==> config.mk <==
export PLATFORM = sky130hd
export DESIGN_NAME = bfw_ctrl
export DESIGN_NICKNAME = d
export VERILOG_FILES = /design/src/bfw_pkg.sv /design/src/bfw_ctrl.sv
export SDC_FILE = /design/constraint.sdc
export NUM_CORES = 1
export LEC_CHECK = 0
export BUFFER_PORTS_ARGS = -buffer_cell sky130_fd_sc_hd__buf_4
export CORE_MARGIN = 2
export CORE_UTILIZATION = 45
export CTS_CLUSTER_DIAMETER = 60
export CTS_CLUSTER_SIZE = 24
export DETAILED_ROUTE_END_ITERATION = 8
export GPL_TIMING_DRIVEN = 0
export PLACE_DENSITY = 0.68
export SYNTH_ARGS = -nofsm -noshare
export SYNTH_HDL_FRONTEND = slang
export SYNTH_SLANG_ARGS = --single-unit
==> constraint.sdc <==
create_clock -name clk -period 2.2 [get_ports clk]
set_clock_uncertainty 0.15 [all_clocks]
set_input_delay 0.11 -clock clk [delete_from_list [all_inputs] [get_ports clk]]
set_output_delay 0.11 -clock clk [all_outputs]
set_load 0.01 [all_outputs]
==> src/bfw_pkg.sv <==
// bfw_pkg: shared constants, opcodes and controller/datapath command types
// for the bilateral filter window block; no dependencies
package bfw_pkg;

  localparam int unsigned DIAMETER_DEF    = 5;
  localparam int unsigned MAX_WIDTH_DEF   = 1024;
  localparam int unsigned WEIGHT_BITS_DEF = 16;

  // register map
  localparam logic CFG_IMAGE_WIDTH  = 1'b0;
  localparam logic CFG_IMAGE_HEIGHT = 1'b1;

  localparam logic [10:0] WIDTH_RESET  = 11'd640;
  localparam logic [11:0] HEIGHT_RESET = 12'd480;

  // quotient bits of the rounded Q8.4 result (one spare for overflow)
  localparam int unsigned QUOT_BITS = 13;

  typedef enum logic [1:0] {
    OP_PIXEL   = 2'd0,
    OP_RANGE   = 2'd1,
    OP_SPATIAL = 2'd2,
    OP_UNUSED  = 2'd3
  } opcode_t;

  // controller to datapath
  typedef struct packed {
    logic accept;
    logic issue_centre;
    logic issue_win;
    logic div_load;
    logic div_step;
    logic out_load;
  } cmd_t;

  // datapath to controller
  typedef struct packed {
    logic interior;
    logic out_busy;
  } status_t;

endpackage

==> src/bfw_ctrl.sv <==
// bfw_ctrl: sequencer for one item (accept, window sweep, divide, output)
// depends on bfw_pkg
module bfw_ctrl #(
  parameter int unsigned DIAMETER = 5
) (
  input  logic             clk,
  input  logic             rst_n,
  input  logic             in_valid,
  input  logic [1:0]       in_opcode,
  output logic             in_ready,
  input  bfw_pkg::status_t status,
  output bfw_pkg::cmd_t    cmd
);
  import bfw_pkg::*;

  localparam int unsigned WIN_N = DIAMETER * DIAMETER;
  localparam int unsigned CNT_W = $clog2(WIN_N + 1);
  localparam int unsigned DRAIN_CYC = 3;

  typedef enum logic [2:0] {
    S_IDLE, S_CENTRE, S_SWEEP, S_DRAIN, S_DIV_LOAD, S_DIV, S_FINISH
  } state_t;

  state_t          state_r, state_nxt;
  logic [CNT_W-1:0] cnt_r, cnt_nxt;
  logic            accept;

  assign in_ready = (state_r == S_IDLE);
  assign accept   = in_valid && in_ready;

  // commands follow the state
  always_comb begin
    cmd = '0;
    cmd.accept       = accept;
    cmd.issue_centre = (state_r == S_CENTRE);
    cmd.issue_win    = (state_r == S_SWEEP);
    cmd.div_load     = (state_r == S_DIV_LOAD);
    cmd.div_step     = (state_r == S_DIV);
    cmd.out_load     = (state_r == S_FINISH) && !status.out_busy;
  end

  // next state
  always_comb begin
    state_nxt = state_r;
    cnt_nxt   = cnt_r;
    case (state_r)
      S_IDLE: begin
        if (accept && in_opcode == OP_PIXEL && status.interior) state_nxt = S_CENTRE;
      end
      S_CENTRE: begin
        state_nxt = S_SWEEP;
        cnt_nxt   = '0;
      end
      S_SWEEP: begin
        cnt_nxt = cnt_r + 1'b1;
        if (cnt_r == CNT_W'(WIN_N - 1)) begin
          state_nxt = S_DRAIN;
          cnt_nxt   = '0;
        end
      end
      S_DRAIN: begin
        cnt_nxt = cnt_r + 1'b1;
        if (cnt_r == CNT_W'(DRAIN_CYC - 1)) state_nxt = S_DIV_LOAD;
      end
      S_DIV_LOAD: begin
        state_nxt = S_DIV;
        cnt_nxt   = '0;
      end
      S_DIV: begin
        cnt_nxt = cnt_r + 1'b1;
        if (cnt_r == CNT_W'(QUOT_BITS - 1)) state_nxt = S_FINISH;
      end
      S_FINISH: begin
        if (!status.out_busy) state_nxt = S_IDLE;
      end
      default: state_nxt = S_IDLE;
    endcase
  end

  always_ff @(posedge clk) begin
    if (!rst_n) begin
      state_r <= S_IDLE;
      cnt_r   <= '0;
    end else begin
      state_r <= state_nxt;
      cnt_r   <= cnt_nxt;
    end
  end

endmodule

# --- Yosys cells after proc, flatten, opt, wreduce, memory -nomap -nowiden ---
# Cells that the tools add are included.
# W data, S select, Z words.
classes:
  add_sub_neg: 1
  n_reduce_logical: 11
  n_eq_ne: 14
  muxes: 8
op_table:
  columns: ["cell", "count"]
  rows:
  - ["$pmux W3 S7", 1]
  - ["$mux W3", 5]
  - ["$pmux W5 S3", 1]
  - ["$eq A3 B3 Y1 const B", 3]
  - ["$eq A3 B2 Y1 const B", 2]
  - ["$ne A2 B1 Y1 const B", 3]
  - ["$add A5 B1 Y5 const B", 1]
  - ["$eq A5 B2 Y1 const B", 1]
  - ["$eq A5 B4 Y1 const B", 1]
  - ["$eq A5 B5 Y1 const B", 1]
  - ["$mux W5", 1]
  - ["$reduce_and A5 Y1", 1]
  - ["$logic_and A1 B1 Y1", 4]
  - ["$ne A2 B2 Y1 const B", 2]
  - ["$reduce_or A2 Y1", 2]
  - ["$eq A3 B1 Y1 const B", 1]
  - ["$logic_not A3 Y1", 1]
  - ["$reduce_bool A3 Y1", 1]
  - ["$logic_not A2 Y1", 1]
  - ["$logic_not A1 Y1", 1]
word_totals:
  regBits: 8
  inputBits: 7
  wordCells: 36

# --- Logic depth before layout (Yosys ltp) ---
depth:
  ltp_word: 6
  mapped_depth: 5

# --- Least setup slack after synthesis ---
# No wires, ideal clock.
synth_path:
  path_kind: "register -> register"
  from: "register cnt_r[0]"
  to: "register state_r[0]"
  stages_incl_launch_ff: 6
  n_path_buf: 0
  setup_time_ps: 79
  path_slack_ps: 768
  synth_period_minus_slack_ps: 1432
  arrival_ps: 1203
  cell_sequence: "dfxtp_1 > inv_1 > ha_1 > nand4b_1 > or4_1 > o211ai_1"
synth_via:
  elab_chain_cells: 3
  word_cells_on_any_way: 7
  classes_between: "6 x eq/ne; 1 x reduce/logical"
synth_lines:
  columns: ["element", "line", "rtl"]
  rows:
  - ["from (decl)", "bfw_ctrl.sv:25", "logic [CNT_W-1:0] cnt_r, cnt_nxt;"]
  - ["from (signal assigned)", "bfw_ctrl.sv:86", "cnt_r <= cnt_nxt;"]
  - ["$eq A5 B2 Y1 (tied with other cells)", "bfw_ctrl.sv:63", "if (cnt_r == CNT_W'(DRAIN_CYC - 1)) state_nxt = S_DIV_LOAD;"]
  - ["$ne A2 B2 Y1 (no line) or $ne A2 B1 Y1 (tied branches)", null, null]
  - ["$reduce_and A5 Y1 (no line) (*)", null, null]
  - ["to (signal assigned)", "bfw_ctrl.sv:85", "state_r <= state_nxt;"]
  - ["to (decl)", "bfw_ctrl.sv:24", "state_t state_r, state_nxt;"]
# Mark *: on every way between the ends. The rest lies on a longest branch, timed or not.
# A chain may end at the register's enable or synchronous reset.

# --- Worst setup path after layout ---
layout_path:
  from: "register state_r[1]"
  to: "output cmd[5] (netlist bit)"
layout_via:
  elab_chain_cells: 2
layout_lines:
  columns: ["element", "line", "rtl"]
  rows:
  - ["$logic_not A3 Y1", "bfw_ctrl.sv:28", "assign in_ready = (state_r == S_IDLE);"]
  - ["$logic_and A1 B1 Y1", "bfw_ctrl.sv:29", "assign accept = in_valid && in_ready;"]
  - ["to (decl)", "bfw_ctrl.sv:12", "output bfw_pkg::cmd_t cmd"]
# No other way between the ends.

==> results.py <==
metrics = {
    "placement": {
        "gp_congestion": 0.7685,
        "dp_hpwl_microns": 1061,
        "io_buffers": 13,
        "pre_cts_ws_ns": 0.5104,
    },
    "clock_network": {
        "cts_tree": "done",
        "root_buffer": "clkbuf_4",
        "cts_hold_buf": 1,
        "clockBufferDepth": 2,
        "cts_max_level": 1,
        "clock_latency_ns": 0.27,
        "numClockSinks": 8,
        "clk_pin_slew_ns": 0.06,
        "cts_resized": 0,
        "cts_setup_buffers": 0,
        "cts_made_buffers": 3,
    },
    "floorplanning": {
        "row_count": 13,
        "core_area_sq_um": 1285,
        "die_y_microns": 40.72,
        "pin_count": 14,
        "dieArea_sq_um": 1658,
        "start_util_pct": 47.22,
        "die_w_microns": 40.72,
    },
    "sta": {
        "fin_crit_sh_pct": 79.25,
        "worst_slew_pin_slew_ns": 0.5142,
        "rsz0062_at_grt": "false",
        "drv_slew": 0,
        "slew_headroom_pct": 65.53,
        "fin_setup_tns_ns": 0,
        "worst_slack_ns": 0.4566,
        "fin_crit_ns": 1.743,
        "finalSetupViolCount": 0,
        "fmax_mhz": 573.6,
        "final_hold_viol_count": 0,
    },
    "logic_synthesis": {
        "synth.yosys.seq_area_share_pct": 26.39,
        "avgSynthCellArea_sq_um": 8.428,
        "syn-cell-area_sq_um": 606.8,
        "synthFlopType": "dfxtp_1",
        "ys_warn_count": 0,
        "ys_ff_latch": 8,
        "synth_nets": 82,
        "synth_common_cells": "dfxtp_1 (8), inv_1 (5)",
        "async_flop_share_pct": 0,
        "synth_cell_type_count": 31,
        "yosysMostFrequentCell": "dfxtp_1",
        "netlist_top_cells_area": "dfxtp_1 (26%), ha_1 (6.2%), a22oi_1 (4.9%)",
        "syn_inst": 72,
        "synth-edff-count": 0,
        "yosys.area.top_type_share_pct": 26.39,
        "synth_area_leader_cell": "dfxtp_1",
    },
    "drt": {
        "drt_pre_antenna_iters": 4,
        "drtAntennaViolNets": 0,
        "avgRoutedWirePerCell_microns": 13.50,
        "drc_errors": 0,
        "drt_iter0_markers": 30,
        "vias_per_cell": 5.981,
        "wl_microns": 1404,
        "routed-via-count": 622,
    },
    "layout": {
        "fin_nets": 101,
        "utilization_pct": 58.81,
        "n_antenna_cell": 0,
        "syn_to_final_growth_pct": 24.54,
        "drive_gt1_share_pct": 26.97,
    },
    "global_routing": {
        "grt_first_pass_wirelength_microns": 2270,
        "grt_max_degree": 11,
        "overflow": 0,
        "grt_pass1_vias": 517,
        "antenna_found_initial": 0,
        "grt.total_usage_pct": 21.11,
    },
    "power_and_ir_drop": {
        "vdd_drop_max_uv": 259.1,
        "p_per_area_nw_per_um2": 403.6,
        "total_power_uw": 305.0,
        "leakagePower_nw": 0.2985,
    },
    "flow_run": {
        "cap_violations": 0,
    },
    "critical_path": {
        "crit_type": "register to output port",
        "endpoint_kind": "output port",
        "cp-start-kind": "register",
        "critPathArrivalTime_ns": 1.48,
        "path_max_fanout": 10,
        "required_ns": 1.94,
    },
    "status": {
        "status": "completed",
    },
    "hold_path": {
        "min_path_type": "input port to register",
    },
}
## critical path: stages, from the launching register on
cell and delay (ns):
dfxtp_1 0.36, nor3_2 0.46, and2_1 0.20, buf_4 0.10, buf_4 0.10
## layout by cell type (no fill, tap or decap), drive strengths merged, types with 3 or more instances in the layout
master and count:
a221oi 3, clkbuf 3, nor3 3, or4 4
nand2b 4, dfxtp 8, nand3 3, nor2 4
o211ai 3, buf 18, nand2 4, a22oi 4
inv 5, o31ai 3, ha 3
## layer usage
metal | GRT usage [%] | share of wire, %
met5 | 0 | 0
met4 | 12.50 | 1.9
met3 | 5.435 | 6.6
met2 | 30.56 | 47
met1 | 27.78 | 44
## state kept, by name, indices dropped and copies added (netlist names)
register / count
cnt_r: 5
state_r: 3
## logic make-up after synthesis
kind of cell	share of synthesized area, %
compound gates	22.68
fa+ha+maj	6.186
buf+inv	9.484
mux	1.650
simple gates	33.61
flops	26.39
## final timing paths
check / slack, ns / end / depth (start not counted) / startpoint
setup reg to reg: 0.51 / cnt_r[2] / 5 / cnt_r[0]
setup / recovery: 0.46 / cmd[5] / 4 / state_r[1]
hold / removal: 0.03 / state_r[2] / 3 / status[0]
hold reg to reg: 0.38 / cnt_r[4] / 2 / cnt_r[4]
## final cells by class
| cell class | count | area, sq um |
|---|---|---|
| Timing Repair Buffer | 14 | 107.6 |
| Inverter | 5 | 18.77 |
| Tap cell | 15 | 18.77 |
| Fill cell | 118 | 529.3 |
| Sequential cell | 8 | 160.2 |
| Multi-Input combinational cell | 54 | 389.1 |
| Buffer | 5 | 38.79 |
| Clock buffer | 3 | 22.52 |
## per-stage QoR
step,instance area (sq um),hold WS [ns],cells
after floorplan,606.8,0.09499,72
after global placement,723.2,0.2366,100
after detailed placement,723.2,0.2307,100
after CTS,755.7,0.03479,104
after global routing,755.7,0.04549,104
final,755.7,0.03274,104
## power by group
| part | switching [mW] | leakage, nW | internal [mW] |
|---|---|---|---|
| Sequential | 0.00178 | 0.0645 | 0.146 |
| Combinational | 0.0163 | 0.220 | 0.0196 |
| Clock | 0.0581 | 0.0138 | 0.0630 |
| Total | 0.0762 | 0.299 | 0.229 |
Power figures use the tool's default switching activity.
